[src/hdl/wfm_pkg.sv]
package wfm_pkg;

	localparam int MASK_CHARS = 16;
	localparam int POS_W      = MASK_CHARS + 1;
	localparam int CHAR_W     = 16;
	localparam int CFG_DATA_W = 64;
	localparam int CFG_IDX_W  = 3;
	localparam int MASK_REGS  = 4;
	localparam int MASK_IDX_W = 2;
	localparam int LEN_W      = 5;

	localparam logic [CHAR_W-1:0] CH_STAR  = 16'h002A;
	localparam logic [CHAR_W-1:0] CH_QMARK = 16'h003F;
	localparam logic [CHAR_W-1:0] CH_DOT   = 16'h002E;
	localparam logic [CHAR_W-1:0] CH_NUL   = 16'h0000;

	localparam logic [POS_W-1:0] ACT_INIT = POS_W'(1);

	typedef enum logic [CFG_IDX_W-1:0] {
		REG_MASK_LOW      = 3'd0,
		REG_MASK_MID_LOW  = 3'd1,
		REG_MASK_MID_HIGH = 3'd2,
		REG_MASK_HIGH     = 3'd3,
		REG_MASK_LENGTH   = 3'd4
	} cfg_reg_t;

	// decoded mask, one bit per mask position unless noted
	typedef struct packed {
		logic [MASK_CHARS-1:0][CHAR_W-1:0] chars;
		logic [MASK_CHARS-1:0] in_use;        // position below effective length
		logic [MASK_CHARS-1:0] is_star;
		logic [MASK_CHARS-1:0] is_qmark;
		logic [MASK_CHARS-1:0] star_next;     // star with a char after it
		logic [MASK_CHARS-1:0] last_star;     // star as last char
		logic [MASK_CHARS-1:0] star_dot_tail; // star of a trailing "*."
		logic [MASK_CHARS-1:0] dot_tail;      // dot of a trailing "." or ".*"
		logic [POS_W-1:0]      len_oh;        // effective length, one-hot
	} mask_info_t;

	typedef struct packed {
		logic              go;     // item leaves the input stage
		logic              is_end;
		logic [CHAR_W-1:0] ch;
	} nfa_step_t;

endpackage

[src/hdl/wildcard_filename_match.sv]
// Channel   | Handshake              | Payload
// ----------+------------------------+---------------------------
// input     | in_valid / in_stall    | name_char, end_of_name
// result    | out_valid / out_stall  | matched
// config    | cfg_wr_en              | cfg_index, cfg_wr_data
//
// One item per cycle sustained while in_stall is low. An end item gives its result
// through the input stage, then the result register; character items give none.
// The mask decode is registered: a config write is seen by items transferred
// from the following cycle on.
// Reset clears the mask registers, the length and the position set (position 0 live).
// A result held by out_stall keeps the input stage open for character items; only
// an end item waiting behind a held result raises in_stall.
module wildcard_filename_match
	import wfm_pkg::*;
(
	input  logic                  clk,
	input  logic                  arst_n,
	input  logic                  cfg_wr_en,
	input  logic [CFG_IDX_W-1:0]  cfg_index,
	input  logic [CFG_DATA_W-1:0] cfg_wr_data,
	input  logic                  in_valid,
	output logic                  in_stall,
	input  logic [CHAR_W-1:0]     name_char,
	input  logic                  end_of_name,
	output logic                  out_valid,
	input  logic                  out_stall,
	output logic                  matched
);

	mask_info_t        info;
	nfa_step_t         step;
	logic              valid_s1;
	logic [CHAR_W-1:0] char_s1;
	logic              end_s1;
	logic              out_valid_q;
	logic              matched_q;
	logic              out_free;
	logic              adv;
	logic              match;

	wfm_mask_regs u_mask_regs (
		.clk         (clk),
		.arst_n      (arst_n),
		.cfg_wr_en   (cfg_wr_en),
		.cfg_index   (cfg_index),
		.cfg_wr_data (cfg_wr_data),
		.info        (info)
	);

	// result register is free when empty or being drained this cycle
	assign out_free = !out_valid_q || !out_stall;
	// character items never need the result register
	assign adv      = valid_s1 && (!end_s1 || out_free);
	assign in_stall = valid_s1 && !adv;

	assign step.go     = adv;
	assign step.is_end = end_s1;
	assign step.ch     = char_s1;

	wfm_nfa u_nfa (
		.clk    (clk),
		.arst_n (arst_n),
		.info   (info),
		.step   (step),
		.match  (match)
	);

	// input stage
	always_ff @(posedge clk or negedge arst_n) begin
		if (!arst_n) begin
			valid_s1 <= 1'b0;
		end else if (!in_stall) begin
			valid_s1 <= in_valid;
		end
	end

	always_ff @(posedge clk) begin
		if (!in_stall && in_valid) begin
			char_s1 <= name_char;
			end_s1  <= end_of_name;
		end
	end

	// result register
	always_ff @(posedge clk or negedge arst_n) begin
		if (!arst_n) begin
			out_valid_q <= 1'b0;
		end else if (adv && end_s1) begin
			out_valid_q <= 1'b1;
		end else if (!out_stall) begin
			out_valid_q <= 1'b0;
		end
	end

	always_ff @(posedge clk) begin
		if (adv && end_s1) begin
			matched_q <= match;
		end
	end

	assign out_valid = out_valid_q;
	assign matched   = matched_q;

	a_stall_cause: assert property (@(posedge clk) disable iff (!arst_n)
		in_stall |-> (valid_s1 && end_s1 && out_valid_q && out_stall))
		else $error("input stalled without an end item blocked by a held result");

	a_result_source: assert property (@(posedge clk) disable iff (!arst_n)
		$rose(out_valid_q) |-> $past(adv && end_s1))
		else $error("result appeared without an end item");

endmodule

[src/hdl/wfm_mask_regs.sv]
module wfm_mask_regs
	import wfm_pkg::*;
(
	input  logic                  clk,
	input  logic                  arst_n,
	input  logic                  cfg_wr_en,
	input  logic [CFG_IDX_W-1:0]  cfg_index,
	input  logic [CFG_DATA_W-1:0] cfg_wr_data,
	output mask_info_t            info
);

	logic [MASK_REGS-1:0][CFG_DATA_W-1:0] mask_q;
	logic [LEN_W-1:0]                     len_q;
	logic [MASK_REGS*CFG_DATA_W-1:0]      mask_flat;
	logic [LEN_W-1:0]                     lim;
	mask_info_t                           info_d;
	mask_info_t                           info_q;

	always_ff @(posedge clk or negedge arst_n) begin
		if (!arst_n) begin
			mask_q <= '0;
			len_q  <= '0;
		end else if (cfg_wr_en) begin
			case (cfg_index)
				REG_MASK_LOW, REG_MASK_MID_LOW, REG_MASK_MID_HIGH, REG_MASK_HIGH: begin
					mask_q[cfg_index[MASK_IDX_W-1:0]] <= cfg_wr_data;
				end
				REG_MASK_LENGTH: begin
					len_q <= cfg_wr_data[LEN_W-1:0];
				end
				default: begin
				end
			endcase
		end
	end

	assign mask_flat = mask_q;
	assign lim = (len_q > LEN_W'(MASK_CHARS)) ? LEN_W'(MASK_CHARS) : len_q;

	always_comb begin
		logic run;
		logic [POS_W-1:0] prev_use;
		logic [POS_W-1:0] cur_use;
		info_d = '0;
		run = 1'b1;
		for (int i = 0; i < MASK_CHARS; i++) begin
			info_d.chars[i]    = mask_flat[i*CHAR_W +: CHAR_W];
			run                = run & (info_d.chars[i] != CH_NUL);
			info_d.in_use[i]   = run & (LEN_W'(i) < lim);
			info_d.is_star[i]  = info_d.chars[i] == CH_STAR;
			info_d.is_qmark[i] = info_d.chars[i] == CH_QMARK;
		end
		// first unused position marks the effective length
		prev_use = {info_d.in_use, 1'b1};
		cur_use  = {1'b0, info_d.in_use};
		info_d.len_oh = prev_use & ~cur_use;
		for (int i = 0; i < MASK_CHARS; i++) begin
			info_d.last_star[i] = info_d.in_use[i] & info_d.is_star[i] & info_d.len_oh[i+1];
			info_d.dot_tail[i]  = info_d.in_use[i] & (info_d.chars[i] == CH_DOT) &
				info_d.len_oh[i+1];
			if (i + 1 < MASK_CHARS) begin
				info_d.star_next[i] = info_d.in_use[i] & info_d.is_star[i] &
					info_d.in_use[i+1];
				info_d.star_dot_tail[i] = info_d.star_next[i] &
					(info_d.chars[i+1] == CH_DOT) & info_d.len_oh[i+2];
				if (info_d.in_use[i] && info_d.chars[i] == CH_DOT &&
					info_d.in_use[i+1] && info_d.is_star[i+1] && info_d.len_oh[i+2]) begin
					info_d.dot_tail[i] = 1'b1;
				end
			end
		end
	end

	// decode held in flops, refreshed from the mask and length registers
	always_ff @(posedge clk) begin
		info_q <= info_d;
	end

	assign info = info_q;

endmodule

[src/hdl/wfm_nfa.sv]
module wfm_nfa
	import wfm_pkg::*;
(
	input  logic       clk,
	input  logic       arst_n,
	input  mask_info_t info,
	input  nfa_step_t  step,
	output logic       match
);

	logic [POS_W-1:0]      active_q;
	logic                  early_q;
	logic                  nodot_q;
	logic                  started_q;
	logic                  start_early;
	logic                  start_nodot;
	logic [MASK_CHARS-1:0] keep;
	logic [MASK_CHARS-1:0] lit_hit;
	logic [MASK_CHARS-1:0] skip_hit;
	logic [POS_W-1:0]      nxt;
	logic [POS_W-1:0]      ent;
	logic                  ent_early;
	logic                  ent_nodot;

	// position zero entered at the first item of a name
	assign start_early = !started_q & active_q[0] & info.last_star[0];
	assign start_nodot = !started_q & active_q[0] & info.star_dot_tail[0];

	always_comb begin
		for (int i = 0; i < MASK_CHARS; i++) begin
			keep[i]    = active_q[i] & info.star_next[i];
			lit_hit[i] = active_q[i] & info.in_use[i] & !info.is_star[i] &
				(info.is_qmark[i] | (step.ch == info.chars[i]));
			skip_hit[i] = 1'b0;
			if (i + 1 < MASK_CHARS) begin
				skip_hit[i] = keep[i] & (step.ch == info.chars[i+1]);
			end
		end
	end

	assign ent = ({1'b0, lit_hit} << 1) | ({1'b0, skip_hit} << 2);
	assign nxt = {1'b0, keep} | ent;
	assign ent_early = |(ent[MASK_CHARS-1:0] & info.last_star);
	assign ent_nodot = |(ent[MASK_CHARS-1:0] & info.star_dot_tail);

	assign match = early_q | start_early | nodot_q | start_nodot |
		(|(active_q & info.len_oh)) | (|(active_q[MASK_CHARS-1:0] & info.dot_tail));

	always_ff @(posedge clk or negedge arst_n) begin
		if (!arst_n) begin
			active_q  <= ACT_INIT;
			early_q   <= 1'b0;
			nodot_q   <= 1'b0;
			started_q <= 1'b0;
		end else if (step.go) begin
			if (step.is_end) begin
				active_q  <= ACT_INIT;
				early_q   <= 1'b0;
				nodot_q   <= 1'b0;
				started_q <= 1'b0;
			end else begin
				active_q  <= nxt;
				early_q   <= early_q | start_early | ent_early;
				nodot_q   <= ((nodot_q | start_nodot) & (step.ch != CH_DOT)) | ent_nodot;
				started_q <= 1'b1;
			end
		end
	end

	a_idle_init: assert property (@(posedge clk) disable iff (!arst_n)
		!started_q |-> (active_q == ACT_INIT))
		else $error("position set not at start while no name in progress");

	a_end_clears: assert property (@(posedge clk) disable iff (!arst_n)
		(step.go && step.is_end) |=>
			(active_q == ACT_INIT && !early_q && !nodot_q && !started_q))
		else $error("state not cleared after end item");

endmodule
[config.mk]
export PLATFORM = sky130hd
export DESIGN_NAME = wildcard_filename_match
export DESIGN_NICKNAME = d
export VERILOG_FILES = /design/src/hdl/wfm_pkg.sv /design/src/hdl/wildcard_filename_match.sv /design/src/hdl/wfm_mask_regs.sv /design/src/hdl/wfm_nfa.sv
export SDC_FILE = /design/constraint.sdc
export NUM_CORES = 1
export LEC_CHECK = 0
export BUFFER_PORTS_ARGS = -buffer_cell sky130_fd_sc_hd__buf_4
export CORE_UTILIZATION = 30
export DETAILED_ROUTE_END_ITERATION = 12
export SKIP_LAST_GASP = 1
export SYNTH_ARGS = -nofsm -noshare
export SYNTH_HDL_FRONTEND = slang
export SYNTH_HIERARCHICAL = 1
export SYNTH_SLANG_ARGS = --single-unit
[constraint.sdc]
create_clock -name clk -period 5.2 [get_ports clk]
set_input_delay 0 -clock clk [delete_from_list [all_inputs] [get_ports clk]]
set_output_delay 0 -clock clk [all_outputs]
set_load 0.01 [all_outputs]
==> impl_results.md, run 1 <==
* Final Power at 0.0140 W
* Post-route insts no fill at 3331
* Crit-path max FO at 12
* Core area at around 82000 um^2
* Worst-Margin Slew at between 1 and 1.5 ns
* Antenna diodes at 0
* Number of warnings issued by yosys at 6
* Initial DRC Count at approximately 1200
* RSZ-0062 raised after global routing: no
* CP Capture Type: register
* Final WS setup at between 2 and 2.5 ns
* Initial Util at a little under a third
* Path depth of the worst reg2reg path at 7
* R2R setup slack at around 2.3 ns
* # IOs at 92
* CP endpoint: u_mask_regs/info[29]
* Critical path launch point type: register
* Longest Clk Path Bufs at 3
* H-tree depth at 3
* Drt first pass iters at 5
* Rel. slew slack at roughly 25%
* Die ar. at 84800 um^2
* CTS Sinks at between 600 and 700
* Via-to-Cell Ratio at about 4.9
* DRT antenna net count at 0
* Main synth FF type: dfxtp_1
* Setup Crit Path Kind: reg2reg
* Worst setup path startpoint: u_mask_regs/info_d[316]
* Post-synth EDFFs at 18
* Site Rows at roughly 110
* Asr flop ratio synth at between 40% and 50%
* Final Critical Period at 2.93 ns
* Final setup fails at 0
* Die height at about 290 um
* Max Fclk at 0.341 GHz
* Total grt overflow at 0
* Count of input and output buffers at 91
* DP HPWL at 56.6 mm
* Worst IR Drop VDD at roughly 0.23 mV
* Avg Cell Area, Syn at about 13 um^2
* Slew Viols, Final at 0
* Post-CTS Repair Setup Buffers at 0
* Register area share after synthesis at 60.9%
* Layout cell share with drive strength beyond 1 at between 20% and 30%
* PostCTS Resize Cnt at 0
* Synth cell types at 72
* Reg-to-Reg Start: u_mask_regs/info_d[316]
* Worst-path clk slew at about 0.06 ns
* Via count at 16270
* Fin crit share at roughly 56%
* CTS root buf: clkbuf_16
* Pre-CTS setup slack at around 2.2 ns
* Post-Syn Area at around 25000 um^2
* Die W at about 290 um
* RD Place Congestion at a little over 0.9
* CTS Buf Count at roughly 70
* Post-layout util at 36.7%
* Pwr Density at approximately 460 nW/um^2
* Remaining DRCs at 0
* Latest clock arrival within the worst-skew pair at 0.62 ns
* Pleak at 11.9 nW
* First-pass GRT wire length at 114 mm
* Status: complete, no violations
* CTS tree: done
* Final hold vios at 0
* Final WL at between 70 and 80 mm
* Avg WL per Cell at 22.9 um
* Worst reg2reg endpoint: u_mask_regs/info[29]
* Gate Count Post-Synth at between 1500 and 2000
* Register bit total from synthesis at just under 700
* Setup TNS Final at 0 ns
* Critical Path AT at ~3.5 ns
* NumNets Final at between 2000 and 2500
* Worst endpoint required time at approximately 5.8 ns
* Total of max-cap violations at 0
* Vias in the first global route at ~17000
* Hold Crit Class: in2async
* Antenna violations before repair at 0
* Cells after DPL at between 3000 and 4000
* Syn-to-layout area delta at 20.6%
* All-Layer GR Usage at a little under a fifth
* Clk_skew at around 0.034 ns
* Largest net degree at the start of global routing at approximately 130
-- through the flow --
step,instance area (um^2),hold WS (ns)
floorplan,25100,-0.296
global placement,26900,0.0571
detailed placement,26900,0.0849
CTS,30200,0.0343
global route,30200,0.0911
finish,30200,0.0193
-- power by group --
| part | total, W | internal, W | switching (W) |
|---|---|---|---|
| Clock | 0.00523 | 0.00311 | 0.00212 |
| Combinational | 0.00173 | 0.000922 | 0.000807 |
| Sequential | 0.00705 | 0.00629 | 0.000764 |
-- flip-flops by register name, indices dropped and copies added (netlist names), 5 cells and up --
signal / cells
u_mask_regs/info: 382
u_mask_regs/info_d: 256
u_nfa/active_q: 17
char_s1: 16
u_mask_regs/len_q: 5
-- worst max-delay path, cell delays in order (launching register included) --
cell	delay [ns]
dfrtp_1	0.39
or4_1	0.53
nor4_1	0.78
a2bb2o_1	0.31
nor4_1	0.07
buf_4	0.20
nand2_1	0.33
o2111a_1	0.26
-- placed cells by master (no fill, tap or decap), types with 12 or more instances in the layout --
cell,Yosys,routed
dfrtp_1,282,282
or3_1,33,33
nor2_1,92,90
clkbuf_1,34,12
buf_4,3,122
mux2_2,260,260
inv_1,39,39
a21oi_1,37,37
clkbuf_16,0,72
nor4_1,48,48
edfxtp_1,18,18
dlygate4sd3_1,0,94
nand4_1,65,65
nand2_1,88,88
clkbuf_8,0,21
xnor2_1,211,211
dfxtp_1,382,382
or4_1,19,19
nor3_1,44,43
xor2_1,44,44
o21ai_0,32,32
nand3_1,48,47
-- cell usage after synthesis, types with 19 or more instances --
library cell | instances | area [um^2]
dfxtp_1 | 382 | 7650
nand3_1 | 48 | 240
dfrtp_1 | 282 | 7060
xor2_1 | 44 | 385
nor2_1 | 92 | 345
or3_1 | 33 | 206
nand4_1 | 65 | 407
o21ai_0 | 32 | 160
or4_1 | 19 | 143
buf_6 | 30 | 338
clkbuf_1 | 34 | 128
a21oi_1 | 37 | 185
nor3_1 | 44 | 220
mux2_2 | 260 | 2930
inv_1 | 39 | 146
nand2_1 | 88 | 330
xnor2_1 | 211 | 1850
nor4_1 | 48 | 300
-- how the worst min path moves through the flow --
stage / startpoint / end
after global routing: arst_n / u_mask_regs/info_d[184]
after floorplan: arst_n / out_valid
after detailed placement: arst_n / u_mask_regs/info_d[184]
after CTS: arst_n / u_mask_regs/len_q[1]
after global placement: arst_n / u_mask_regs/info_d[236]
final: arst_n / u_mask_regs/info_d[184]
-- per-layer routing --
| layer | track usage, % | up-vias | part of all wire, % |
|---|---|---|---|
| li1 | - | 7403 | - |
| met1 | 24.8 | 8340 | 46 |
| met2 | 30.0 | 444 | 48 |
| met3 | 2.35 | 83 | 4.6 |
| met4 | 4.41 | 0 | 1.5 |
| met5 | 0 | - | 0 |
-- cell families (layout without fill, tap and decap cells) --
family | Yosys count | in the layout | synth area share (%)
DFF | 683 | 683 | 60.9
and+or+nand+nor | 512 | 512 | 11.4
muxes | 260 | 260 | 11.7
xor gates and xnor gates | 256 | 256 | 8.97
AOI/OAI and AO/OA | 155 | 155 | 4.25
buffers and inverters | 117 | 393 | 2.85
other | 1 | 2 | 0.0149
-- final cells by class --
| cell class | instances | area (um^2) |
|---|---|---|
| Sequential cell | 683 | 15300 |
| Fill cell | 7858 | 52100 |
| Inverter | 45 | 171 |
| Clock inverter | 25 | 295 |
| Timing Repair Buffer | 218 | 1890 |
| Multi-Input combinational cell | 1185 | 9150 |
| Clock buffer | 105 | 2140 |
| Tap cell | 1070 | 1340 |
-- what timing repair did --
item | CTS | global route
endpoints found under the hold margin | 368 | 0
hold buffers | 94 | 0
setup endpoints to repair | 0 | 0
Power figures use the tool's default switching activity.
==> run 2: changes to the inputs <==
clock period = 2.8 ns   (was 5.2 ns; I/O delays follow)
==> run 2 against run 1 <==
  * Sequential cell count unchanged
  * Maximum frequency is 13% higher
  * Combinational power rose by 92%
  * Power increased by 85%
  * First-iteration DRC count down 16%
  * Routed wire length down 3.4%
  * Non-clock buffer count up 46
  * Die area is the same
  * Sequential power up 83%
  * Clock skew shrank 0.0084 ns
  * Sequential share of layout area fell by 0.80 points
  * Largest cell class unchanged
==> impl_results.md, run 2 (same netlist as run 1, synthesis figures left out) <==
* NumNets Final at around 2300
* Setup Crit Path Kind: reg2reg
* Rel. slew slack at between 30% and 40%
* NetSw at roughly 0.0067 W
* Via-to-Cell Ratio at ~4.8
* Max reg flops at between 300 and 400
* Worst path slowest cell: nor4_1
* Final Critical Period at 2.60 ns
* First-pass GRT wire length at about 110 mm
* Pwr Density at approximately 840 nW/um^2
* Worst-Margin Slew at ~1 ns
* Final setup fails at 0
* Fill cells at 7867
* All-Layer GR Usage at approximately 18%
* Count of input and output buffers at 91
* Site Rows at between 100 and 150
* Comb pwr share at 12.8%
* Worst endpoint required time at between 3 and 4 ns
* Total of max-cap violations at 0
* Pre-CTS setup slack at -0.324 ns
* Final hold vios at 0
* Final WS setup at around 0.20 ns
* Latest clock arrival within the worst-skew pair at 0.62 ns
* CTS Buf Count at a little under 70
* CTS root buf: clkbuf_16
* Sw Ratio at 25.7%
* Clock network power share at about 37%
* Die ar. at between 80000 and 90000 um^2
* Final hold slack at about 0.018 ns
* Antenna violations before repair at 0
* Longest Clk Path Bufs at 3
* Most frequent cells in the layout: 382 x dfxtp_1, 282 x dfrtp_1, 260 x mux2_2, 211 x xnor2_1, 160 x buf_4
* Placed Area at 27400 um^2
* Fin area at 30700 um^2
* Slowest Stage Delay on Critical Path at slightly above 0.6 ns
* Die W at 291 um
* Pleak at between 10 and 15 nW
* Crit-path max FO at 9
* RSZ-0062 raised after global routing: no
* Syn-to-layout area delta at 22.5%
* DP HPWL at approximately 54 mm
* Final WL at between 70 and 80 mm
* Max Fclk at roughly 0.38 GHz
* Critical path launch point type: register
* Internal power at slightly below 0.02 W
* Fin crit share at between 90% and 100%
* Post-route insts no fill at ~3400
* Largest net degree at the start of global routing at 94
* Total grt overflow at 0
* RD Place Congestion at between 0.8 and 0.9
* Critical Path AT at between 3 and 4 ns
* Via count at around 16000
* Reg power frac at between 40% and 50%
* Sequence of cells on the critical path: or4_1 > nor4_1 > a2bb2o_1 > nor4_4 > nand2_1 > inv_2 > nor4_2
* H-tree depth at 3
* Cells after DPL at ~3200
* Die height at slightly below 300 um
* Worst IR Drop VDD at about 0.40 mV
* Core area at 82400 um^2
* Vias in the first global route at between 15000 and 20000
* Hold Crit Class: in2async
* Status: complete, no violations
* Initial Util at between 30% and 40%
* Slew Viols, Final at 0
* Antenna diodes at 0
* Remaining DRCs at 0
* DRT antenna net count at 0
* # IOs at 92
* Layout cell share with drive strength beyond 1 at around 26%
* CP Capture Type: register
* Avg WL per Cell at 21.8 um
* CTS Sinks at 683
* Clk_skew at ~0.026 ns
* Initial DRC Count at 971
* Drt first pass iters at 5
* CTS tree: done
* Worst-path clk slew at around 0.06 ns
* Most common cell after layout, fill and taps aside: dfxtp_1
[run 2: cell count changes in the layout (fill, tap and decap cells not counted), moves of 4 or more]
cell / delta
dlygate4sd3_1: -5
clkinv_4: +4
clkbuf_8: -8
clkbuf_1: +5
buf_4: +38
buf_12: +13
[run 2: final timing paths]
| check | start | endpoint | slack [ns] | cells past startpoint |
|---|---|---|---|---|
| max in group asynchronous | arst_n | u_mask_regs/info_d[218] | 1.90 | 3 |
| min reg2reg | u_mask_regs/info_d[307] | u_mask_regs/info[307] | 0.38 | 0 |
| min in group clk | name_char[10] | char_s1[10] | 0.12 | 2 |
| max | u_mask_regs/info_d[316] | u_mask_regs/info[42] | 0.20 | 7 |
| min | arst_n | u_mask_regs/info_d[192] | 0.02 | 2 |
| max reg2reg | u_mask_regs/info_d[316] | u_mask_regs/info[42] | 0.20 | 7 |
[run 2: per-layer routing]
metal | up-vias | GRT usage (%) | routed length [um]
met5 | - | 0 | 0
met4 | 0 | 5.67 | 1820
met3 | 94 | 2.89 | 3920
met2 | 409 | 29.3 | 35400
met1 | 8238 | 22.9 | 32500
li1 | 7493 | - | -
[run 2: power groups by stage]
| stage | Clock [W] | Sequential [W] | Combinational, W |
|---|---|---|---|
| after global placement | 0 | 0.0130 | 0.00313 |
| after floorplan | 0 | 0.0127 | 0.00233 |
| final | 0.00972 | 0.0129 | 0.00332 |
| after detailed placement | 0 | 0.0131 | 0.00319 |
| after CTS | 0.00991 | 0.0129 | 0.00332 |
| after global routing | 0.0103 | 0.0131 | 0.00362 |
[run 2: area by class of cell]
cell class / instances / area (um^2) / share of cell area (%)
Timing Repair Buffer: 264 / 2390 / 7.77
Clock buffer: 102 / 2040 / 6.65
Multi-Input combinational cell: 1185 / 9160 / 29.8
Tap cell: 1070 / 1340 / 4.36
Clock inverter: 26 / 370 / 1.20
Sequential cell: 683 / 15300 / 49.7
Inverter: 45 / 171 / 0.558
[run 2: worst max-delay path: cells and delay by family, from the launching register on]
family	cells	cell delay, ns
AND/OR/NAND/NOR	5	1.67
flip-flops	1	0.40
AO/OA/AOI/OAI	1	0.33
buffers and inverters	1	0.11
[run 2: metrics by stage]
step | power, W | util [%] | TNS [ns]
2_1_floorplan | 0.0150 | - | 0
5_1_grt | 0.0271 | 37.3 | 0
3_5_place_dp | 0.0163 | 33.2 | -1.32
3_3_place_gp | 0.0162 | 33.2 | -0.159
6_report | 0.0260 | 37.3 | 0
4_1_cts | 0.0261 | 37.3 | 0
[run 2: what timing repair did]
action / 4_1_cts / 5_1_grt
gates cloned: 0 / 0
setup buffers: 0 / 3
hold buffers: 89 / 0
resized for setup: 1 / 1
hold endpoints to repair: 437 / 0
setup endpoints to repair: 12 / 3
